--- src/rtl/mvn_pkg.sv ---
// mvn_pkg: shared widths, operation codes and result types of the mesh vertex
// normals unit. No dependencies.
package mvn_pkg;

   localparam int VERTEX_DEPTH = 256;
   localparam int ADDR_W       = $clog2(VERTEX_DEPTH);
   localparam int COORD_W      = 16;
   localparam int EDGE_W       = COORD_W + 1;
   localparam int PROD_W       = 2 * EDGE_W;
   localparam int VEC_W        = PROD_W + 1;
   localparam int ACC_W        = 24;
   localparam int NORM_W       = 16;
   localparam int FIT_W        = 24;
   localparam int SQ_W         = 2 * FIT_W + 2;
   localparam int ROOT_W       = FIT_W + 1;
   localparam int QUO_W        = 15;

   typedef enum logic [1:0] {
      OP_WRITE_VERTEX = 2'd0,
      OP_CLEAR        = 2'd1,
      OP_ADD_FACE     = 2'd2,
      OP_READ_NORMAL  = 2'd3
   } op_type;

   localparam logic KIND_FACE   = 1'b0;
   localparam logic KIND_VERTEX = 1'b1;

   typedef struct packed {
      logic signed [NORM_W-1:0] x;
      logic signed [NORM_W-1:0] y;
      logic signed [NORM_W-1:0] z;
      logic                     deg;
   } norm_res_type;

endpackage

--- src/rtl/mvn_norm.sv ---
// mvn_norm: iterative vector normalizer: range fit, sum of squares, bit-pair
// square root and restoring divide per component. Depends on mvn_pkg.
module mvn_norm (
   input  logic                               clock,
   input  logic                               reset,
   input  logic                               start,
   input  logic signed [mvn_pkg::VEC_W-1:0]   vec_x,
   input  logic signed [mvn_pkg::VEC_W-1:0]   vec_y,
   input  logic signed [mvn_pkg::VEC_W-1:0]   vec_z,
   output logic                               done,
   output mvn_pkg::norm_res_type              res
);

   typedef enum logic [6:0] {
      N_IDLE   = 7'b0000001,
      N_SHIFT  = 7'b0000010,
      N_SQUARE = 7'b0000100,
      N_SQRT   = 7'b0001000,
      N_DLOAD  = 7'b0010000,
      N_DSTEP  = 7'b0100000,
      N_DONE   = 7'b1000000
   } nstate_type;

   localparam int NUM_W = mvn_pkg::FIT_W + mvn_pkg::QUO_W + 1;
   localparam int REM_W = mvn_pkg::ROOT_W + 2;

   nstate_type                        state_ff, state_in;
   logic [mvn_pkg::VEC_W-1:0]         m_ff [3];
   logic [mvn_pkg::VEC_W-1:0]         m_in [3];
   logic [2:0]                        neg_ff, neg_in;
   logic [4:0]                        cnt_ff, cnt_in;
   logic [1:0]                        k_ff, k_in;
   logic [mvn_pkg::SQ_W-1:0]          len2_ff, len2_in;
   logic [mvn_pkg::ROOT_W-1:0]        root_ff, root_in;
   logic [REM_W-1:0]                  rem_ff, rem_in;
   logic [mvn_pkg::QUO_W-1:0]         dnum_ff, dnum_in;
   logic [mvn_pkg::QUO_W-1:0]         q_ff, q_in;
   mvn_pkg::norm_res_type             res_ff, res_in;

   logic signed [mvn_pkg::VEC_W-1:0]  vin [3];
   logic [mvn_pkg::VEC_W-1:0]         mx;
   logic [2*mvn_pkg::FIT_W-1:0]       sq;
   logic [REM_W-1:0]                  rem_s, trial, rd, dv;
   logic [NUM_W-1:0]                  num;
   logic [mvn_pkg::QUO_W-1:0]         q_next;
   logic signed [mvn_pkg::NORM_W-1:0] qv;

   assign vin[0] = vec_x;
   assign vin[1] = vec_y;
   assign vin[2] = vec_z;

   always_comb begin
      mx = m_ff[0];
      if (m_ff[1] > mx) begin
         mx = m_ff[1];
      end
      if (m_ff[2] > mx) begin
         mx = m_ff[2];
      end
      sq     = m_ff[k_ff][mvn_pkg::FIT_W-1:0] * m_ff[k_ff][mvn_pkg::FIT_W-1:0];
      rem_s  = {rem_ff[mvn_pkg::ROOT_W-1:0], len2_ff[mvn_pkg::SQ_W-1 -: 2]};
      trial  = {root_ff, 2'b01};
      num    = {1'b0, m_ff[k_ff][mvn_pkg::FIT_W-1:0], {mvn_pkg::QUO_W{1'b0}}}
               + NUM_W'(root_ff);
      rd     = {rem_ff[REM_W-2:0], dnum_ff[mvn_pkg::QUO_W-1]};
      dv     = {1'b0, root_ff, 1'b0};
      q_next = {q_ff[mvn_pkg::QUO_W-2:0], (rd >= dv)};
      qv     = mvn_pkg::NORM_W'(q_next);
      if (neg_ff[k_ff]) begin
         qv = -qv;
      end
   end

   always_comb begin
      state_in = state_ff;
      m_in     = m_ff;
      neg_in   = neg_ff;
      cnt_in   = cnt_ff;
      k_in     = k_ff;
      len2_in  = len2_ff;
      root_in  = root_ff;
      rem_in   = rem_ff;
      dnum_in  = dnum_ff;
      q_in     = q_ff;
      res_in   = res_ff;
      case (state_ff)
         N_IDLE: begin
            if (start) begin
               for (int i = 0; i < 3; i++) begin
                  neg_in[i] = vin[i][mvn_pkg::VEC_W-1];
                  m_in[i]   = vin[i][mvn_pkg::VEC_W-1] ? mvn_pkg::VEC_W'(-vin[i])
                                                       : mvn_pkg::VEC_W'(vin[i]);
               end
               if (vin[0] == '0 && vin[1] == '0 && vin[2] == '0) begin
                  res_in   = '{x: '0, y: '0, z: '0, deg: 1'b1};
                  state_in = N_DONE;
               end else begin
                  state_in = N_SHIFT;
               end
            end
         end
         N_SHIFT: begin
            if (mx[mvn_pkg::VEC_W-1:mvn_pkg::FIT_W] != '0) begin
               for (int i = 0; i < 3; i++) begin
                  m_in[i] = m_ff[i] >> 1;
               end
            end else if (!mx[mvn_pkg::FIT_W-1]) begin
               for (int i = 0; i < 3; i++) begin
                  m_in[i] = m_ff[i] << 1;
               end
            end else begin
               len2_in  = '0;
               k_in     = '0;
               state_in = N_SQUARE;
            end
         end
         N_SQUARE: begin
            len2_in = len2_ff + mvn_pkg::SQ_W'(sq);
            if (k_ff == 2'd2) begin
               k_in     = '0;
               cnt_in   = '0;
               rem_in   = '0;
               root_in  = '0;
               state_in = N_SQRT;
            end else begin
               k_in = k_ff + 2'd1;
            end
         end
         N_SQRT: begin
            len2_in = len2_ff << 2;
            if (rem_s >= trial) begin
               rem_in  = rem_s - trial;
               root_in = {root_ff[mvn_pkg::ROOT_W-2:0], 1'b1};
            end else begin
               rem_in  = rem_s;
               root_in = {root_ff[mvn_pkg::ROOT_W-2:0], 1'b0};
            end
            cnt_in = cnt_ff + 5'd1;
            if (cnt_ff == 5'(mvn_pkg::ROOT_W - 1)) begin
               state_in = N_DLOAD;
            end
         end
         N_DLOAD: begin
            rem_in   = REM_W'(num[NUM_W-1:mvn_pkg::QUO_W]);
            dnum_in  = num[mvn_pkg::QUO_W-1:0];
            q_in     = '0;
            cnt_in   = '0;
            state_in = N_DSTEP;
         end
         N_DSTEP: begin
            rem_in  = (rd >= dv) ? rd - dv : rd;
            dnum_in = dnum_ff << 1;
            q_in    = q_next;
            cnt_in  = cnt_ff + 5'd1;
            if (cnt_ff == 5'(mvn_pkg::QUO_W - 1)) begin
               case (k_ff)
                  2'd0:    res_in.x = qv;
                  2'd1:    res_in.y = qv;
                  default: res_in.z = qv;
               endcase
               res_in.deg = 1'b0;
               if (k_ff == 2'd2) begin
                  state_in = N_DONE;
               end else begin
                  k_in     = k_ff + 2'd1;
                  state_in = N_DLOAD;
               end
            end
         end
         N_DONE: begin
            state_in = N_IDLE;
         end
         default: begin
            state_in = N_IDLE;
         end
      endcase
   end

   always_ff @(posedge clock) begin
      if (reset) begin
         state_ff <= N_IDLE;
      end else begin
         state_ff <= state_in;
      end
      m_ff    <= m_in;
      neg_ff  <= neg_in;
      cnt_ff  <= cnt_in;
      k_ff    <= k_in;
      len2_ff <= len2_in;
      root_ff <= root_in;
      rem_ff  <= rem_in;
      dnum_ff <= dnum_in;
      q_ff    <= q_in;
      res_ff  <= res_in;
   end

   assign done = (state_ff == N_DONE);
   assign res  = res_ff;

endmodule

--- config.mk ---
export PLATFORM = sky130hd
export DESIGN_NAME = mvn_norm
export DESIGN_NICKNAME = d
export VERILOG_FILES = /design/src/rtl/mvn_pkg.sv /design/src/rtl/mvn_norm.sv
export SDC_FILE = /design/constraint.sdc
export NUM_CORES = 2
export LEC_CHECK = 0
export ABC_AREA = 1
export ABC_CLOCK_PERIOD_IN_PS = 8500
export BUFFER_PORTS_ARGS = -buffer_cell sky130_fd_sc_hd__buf_4
export CAP_MARGIN = 5
export CORE_MARGIN = 2
export CORE_UTILIZATION = 29
export CTS_CLUSTER_DIAMETER = 50
export DETAILED_ROUTE_END_ITERATION = 10
export GPL_ROUTABILITY_DRIVEN = 0
export PLACE_DENSITY = 0.49
export SLEW_MARGIN = 20
export SYNTH_ARGS = -nofsm -noshare
export SYNTH_HDL_FRONTEND = slang
export SYNTH_SLANG_ARGS = --single-unit
--- constraint.sdc ---
create_clock -name clock -period 8.5 [get_ports clock]
set_clock_uncertainty 0.05 [all_clocks]
set_input_delay 1.7 -clock clock [delete_from_list [all_inputs] [get_ports clock]]
set_output_delay 1.7 -clock clock [all_outputs]
set_load 0.02 [all_outputs]
Word level (Yosys, flattened, before mapping)
Index checks and enable logic that the tools add are counted.
- reduce and logical (&&, ||, !) cells: 29
- $mul: 1
- bitwise operators: 1
- add/subtract/negate cells: 10
- mux-type cells: 51
- $lt $le $gt $ge: 6
- equal/unequal tests: 23
- operators by type and width (operator ; count):
    105-bit 2-to-1 mux ; 3
    105-bit one-hot mux with 2 select lines ; 1
    35-bit 2-to-1 mux ; 5
    50-bit one-hot mux with 3 select lines ; 1
    49-bit 2-to-1 mux ; 3
    35-bit zero test ; 3
    35-bit negation ; 3
    26-bit one-hot mux with 4 select lines ; 1
    50-bit 2-to-1 mux ; 2
    49-bit one-hot mux with 2 select lines ; 1
    26-bit 2-to-1 mux ; 3
    35-bit binary-select mux with 2-bit select ; 1
    35-bit greater-than comparator ; 2
    16-bit 2-to-1 mux ; 4
    7-bit 2-to-1 mux ; 8
    26-bit subtractor ; 2
    50-bit by 48-bit adder with 50-bit output ; 1
    25-bit one-hot mux with 2 select lines ; 1
    24-bit by 24-bit multiplier with 48-bit output ; 1
    24-bit 2-to-1 mux ; 2
    7-bit one-hot mux with 6 select lines ; 1
    39-bit by 25-bit adder with 40-bit output ; 1
    15-bit one-hot mux with 2 select lines ; 1
    14-bit one-hot mux with 2 select lines ; 1
    other kinds (41) ; 69
- output and inout port bits: 50
- register bits after elaboration: 301
- logic and storage cells: 137
- input port bits: 108

Longest topological paths before layout
- word-level depth: 7
- gate-level depth with buffers: 39
- depth with buffers taken out: 36

Worst setup path after synthesis
Ideal clock, no wire load.
- path kind: flip-flop to flip-flop
- start: register m_ff[53] (netlist name)
- end: register m_ff[0] (netlist name), enable pin
- clock period less this slack: 8.786 ns
- buffers on the path: 4
- setup time: 0.572 ns
- required time: 7.878 ns
- path slack: -0.286 ns
- cell stages (with the launch flop): 31
- data arrival time: 8.163 ns
- cell sequence: edfxtp_1 > ha_1 > nand2_1 > inv_1 > nand3_1 > nor2_1 > nand3_1 > nand2_1 > nor2_2 > nand2_4 > nand2_2 > buf_6 > clkbuf_1 > clkbuf_1 > o21ai_0 > ha_1 > nand2_1 > nor2_1 > nand2_1 > nor3b_1 > nand3_1 > nand3_1 > nand2_1 > nand3_1 > a21oi_2 > nand2_4 > nor2_8 > buf_6 > nand2_1 > nand2_1 > nor2_1
- longest elaborated chain between the ends: 7
- RTL lines (element ; RTL line ; RTL):
    start: declaration ; mvn_norm.sv:28 ; logic [mvn_pkg::VEC_W-1:0] m_ff [3];
    start signal: assignment ; mvn_norm.sv:185 ; m_ff <= m_in;
    35-bit greater-than comparator ; mvn_norm.sv:54 ; if (m_ff[1] > mx) begin
    35-bit 2-to-1 mux * ; mvn_norm.sv:54 ;
    35-bit greater-than comparator ; mvn_norm.sv:57 ; if (m_ff[2] > mx) begin
    35-bit 2-to-1 mux * ; mvn_norm.sv:57 ;
    11-bit nonzero test ; mvn_norm.sv:103 ; if (mx[mvn_pkg::VEC_W-1:mvn_pkg::FIT_W] != '0) begin
    3-bit != test (no line) * ; n/a ;
    3-bit AND reduction (no line) * ; n/a ;
Mark *: on every way between the ends. The rest lies on a longest branch, timed or not.
A chain may end at the register's enable or synchronous reset.

Worst setup path after layout
- start: register k_ff[0]
- end: register len2_ff[43] (netlist name), data pin
- longest elaborated chain between the ends: 7
- RTL lines (element ; RTL line ; RTL):
    start: declaration ; mvn_norm.sv:32 ; logic [1:0] k_ff, k_in;
    start signal: assignment ; mvn_norm.sv:188 ; k_ff <= k_in;
    2-bit inverter with 3-bit output (implied by the code) ; mvn_norm.sv:60 ; sq = m_ff[k_ff][mvn_pkg::FIT_W-1:0] * m_ff[k_ff][mvn_pkg::FIT_W-1:0];
    35-bit binary-select mux with 2-bit select ; mvn_norm.sv:60 ;
    24-bit 2-to-1 mux (implied by the code) (2 in a row) ; mvn_norm.sv:60 ;
    24-bit by 24-bit multiplier with 48-bit output ; mvn_norm.sv:60 ;
    50-bit by 48-bit adder with 50-bit output ; mvn_norm.sv:118 ; len2_in = len2_ff + mvn_pkg::SQ_W'(sq);
    50-bit one-hot mux with 3 select lines ; mvn_norm.sv:86 ; case (state_ff)
    net len2_in, one bit ; mvn_norm.sv:33 ; logic [mvn_pkg::SQ_W-1:0] len2_ff, len2_in;
    end signal: assignment ; mvn_norm.sv:189 ; len2_ff <= len2_in;
    end: declaration ; mvn_norm.sv:33 ;
The timed path passes the listed nets, and every way through them passes these cells. The select of a mux whose other input is x is not followed.

==> flow_metrics.tcl <==
set metrics [dict create \
    multi_input_comb_area_um2 26000 \
    tns_ps 0 \
    drtIter0Drc 2296 \
    fin_crit_sh_pct 95.0 \
    synth_area_per_cell_um2 8.08 \
    synth.cell_area_um2 40000 \
    fp.dieH_um 375 \
    period_minus_slack_ps 8070 \
    synth_edf_count 294 \
    yosys.area.top_type "fa_1" \
    htree_levels 2 \
    critPathSlowestCell "fa_1" \
    synthAdderAreaFrac_pct 33.2 \
    grt-ovfl-total 0 \
    rsz0062_at_grt "no" \
    worstPathMaxFanout 42 \
    detail_route.wl_per_cell_um 17.8 \
    drtAntennaViolNets 0 \
    syn_nets 5828 \
    cts_tree "done" \
    root_buffer "clkbuf_16" \
    final-hold-violation-count 0 \
    ys_top_cells_by_area "fa_1 24%, edfxtp_1 22%, inv_1 11%" \
    die_w_um 375 \
    final_util_pct 33.1 \
    cp_common_cell "inv_1" \
    clkSinkCount 301 \
    area.sequential_um2 8970 \
    nFillCells 14600 \
    cp-end-kind "flop" \
    max_cap_violations 0 \
    hp-class "reg2reg" \
    synth_ff_type "edfxtp_1" \
    timing.slew.headroom_pct 28.0 \
    cts_buffer_depth 3 \
    hpwl_um 101000 \
    clkLatencyLatePin_ps 620 \
    cp_slowest_stage_delay_ps 560 \
    tightest_slew_ps 1080 \
    dieArea_um2 141000 \
    ctsHoldBuffers 0 \
    reg2reg_setup_slack_ps 430 \
    placementRows 136 \
    yosysMostFrequentCell "inv_1" \
    yosys-mux-area-fraction_pct 0 \
    dr_total_vias 33000 \
    core_area_um2 137000 \
    cp.arrival_ps 8340 \
    syn_inst 4948 \
    async_reset_ff_share_pct 0 \
    synth_top_family_by_area "adder cells" \
    cts_buffers 49 \
    synth_cell_types 69 \
    ios 158 \
    status "finished clean" \
    critical_path_required_ps 8770 \
    holdWs_ps 485 \
    grt_pass1_vias 34300 \
    port_buffers 157 \
    ys_ff_latch 301 \
    nets 5989 \
    critPathKind "reg2reg" \
    start_kind "flop" \
    max_freq_ghz 0.124 \
    yosys.area_share.simple_pct 16.7 \
    area_delta_synth_final_pct 13.7 \
    yosysWarnings 0 \
    setup_viol 0 \
    clk_pin_slew_ps 60 \
    grtUsageTotal_pct 17.7 \
    drcViolationCount 0 \
    synth_xor_area_share_pct 2.06 \
    synth_top_cell_area_share_pct 24.0 \
    finalMaxSlewViolations 0 \
    drive_gt1_share_pct 9.11 \
    wirelength_um 124000 \
    antenna_found_initial 2 \
    first_pass_iters 7 \
    synth_seq_area_share_pct 22.4 \
    synth_compound_area_share_pct 12.8 \
    ys_top_cells_by_count "1172 x inv_1, 930 x nand2_1, 479 x fa_1, 351 x nor2_1, 296 x o21ai_0" \
    grt_pass1_wl_um 198000 \
    floorplan.initialDensity_pct 29.1 \
    grt_start_max_net_pins 87 \
    viasPerCell 4.76 \
]
kinds of logic after synthesis:
family,after synthesis
and+or+nand+nor,1599
buffers and inverters,1338
DFF,301
AOI/OAI and AO/OA,844
xor gates and xnor gates,94
adders and majority gates,772
stage by stage:
step	instance area [µm²]	worst slack (ps)	std cells
6_report	45400	429	6943
5_1_grt	45400	16.9	6943
4_1_cts	45200	78.1	6927
3_5_place_dp	43500	157	6837
3_3_place_gp	43500	138	6837
2_1_floorplan	40000	588	4948
worst max-delay path: cells and delay by family (launching register included):
kind,cells,cell delay (ps)
adders and majority gates,8,4120
DFF,1,420
buffers and inverters,10,1070
and+or+nand+nor,2,280
AOI/OAI and AO/OA,10,1810
final timing paths:
path                              from                    end  cells after the start
setup / recovery     k_ff[0]$_DFFE_PP_  len2_ff[43]$_DFFE_PP_                     30
hold / removal    dnum_ff[3]$_DFFE_PP_   dnum_ff[4]$_DFFE_PP_                      2
setup reg to reg     k_ff[0]$_DFFE_PP_  len2_ff[43]$_DFFE_PP_                     30
hold reg to reg   dnum_ff[3]$_DFFE_PP_   dnum_ff[4]$_DFFE_PP_                      2
registers in the layout (all words and copies together), names as in the netlist, 5 cells and up:
signal,cells
len2_ff,50
state_ff,7
q_ff,14
root_ff,25
m_ff,105
cnt_ff,5
rem_ff,26
dnum_ff,15
res,49
layout make-up:
| class | count | share of cell area [%] |
|---|---|---|
| antenna | 1 | 0.00551 |
| clock buffer | 51 | 2.72 |
| clock inverter | 39 | 0.986 |
| inverter | 1188 | 9.87 |
| multi-input combinational | 3309 | 57.1 |
| sequential | 301 | 19.7 |
| tap | 1794 | 4.94 |
| timing repair buffer | 260 | 4.61 |
routing by layer:
metal  global-route usage [%]  vias up  wire length, µm
li1                         -    16000                -
met1                     24.5    16100            57100
met2                     29.5      793            57400
met3                     2.33      138             6500
met4                     3.95        2             2690
met5                        0        -                8
what timing repair did:
action,CTS,global route
setup endpoints to repair,0,18
resized for setup,0,27
hold endpoints to repair,0,0
setup buffers,0,15
layout by cell type (no fill, tap or decap), types with 10 or more instances in the layout:
| master | instances |
|---|---|
| inv_1 | 1165 |
| clkbuf_16 | 49 |
| a21oi_1 | 288 |
| o21ai_0 | 294 |
| inv_2 | 12 |
| buf_12 | 11 |
| a31oi_1 | 20 |
| o211ai_2 | 29 |
| or2_2 | 10 |
| xnor2_1 | 25 |
| clkinv_1 | 11 |
| nand3_1 | 169 |
| buf_4 | 248 |
| o221ai_2 | 10 |
| a21o_1 | 24 |
| nand3_2 | 10 |
| nand4_1 | 16 |
| xor2_1 | 69 |
| o21a_1 | 16 |
| o221ai_1 | 30 |
| ha_1 | 293 |
| fa_1 | 479 |
| nor2_1 | 350 |
| nor4_1 | 17 |
| nor3_1 | 53 |
| o21bai_1 | 15 |
| o211ai_1 | 50 |
| nand2_1 | 929 |
| o22ai_1 | 11 |
| edfxtp_1 | 294 |
Power is not shown: default switching activity piles up to over one toggle a cycle in this logic, so the estimate is an artifact.
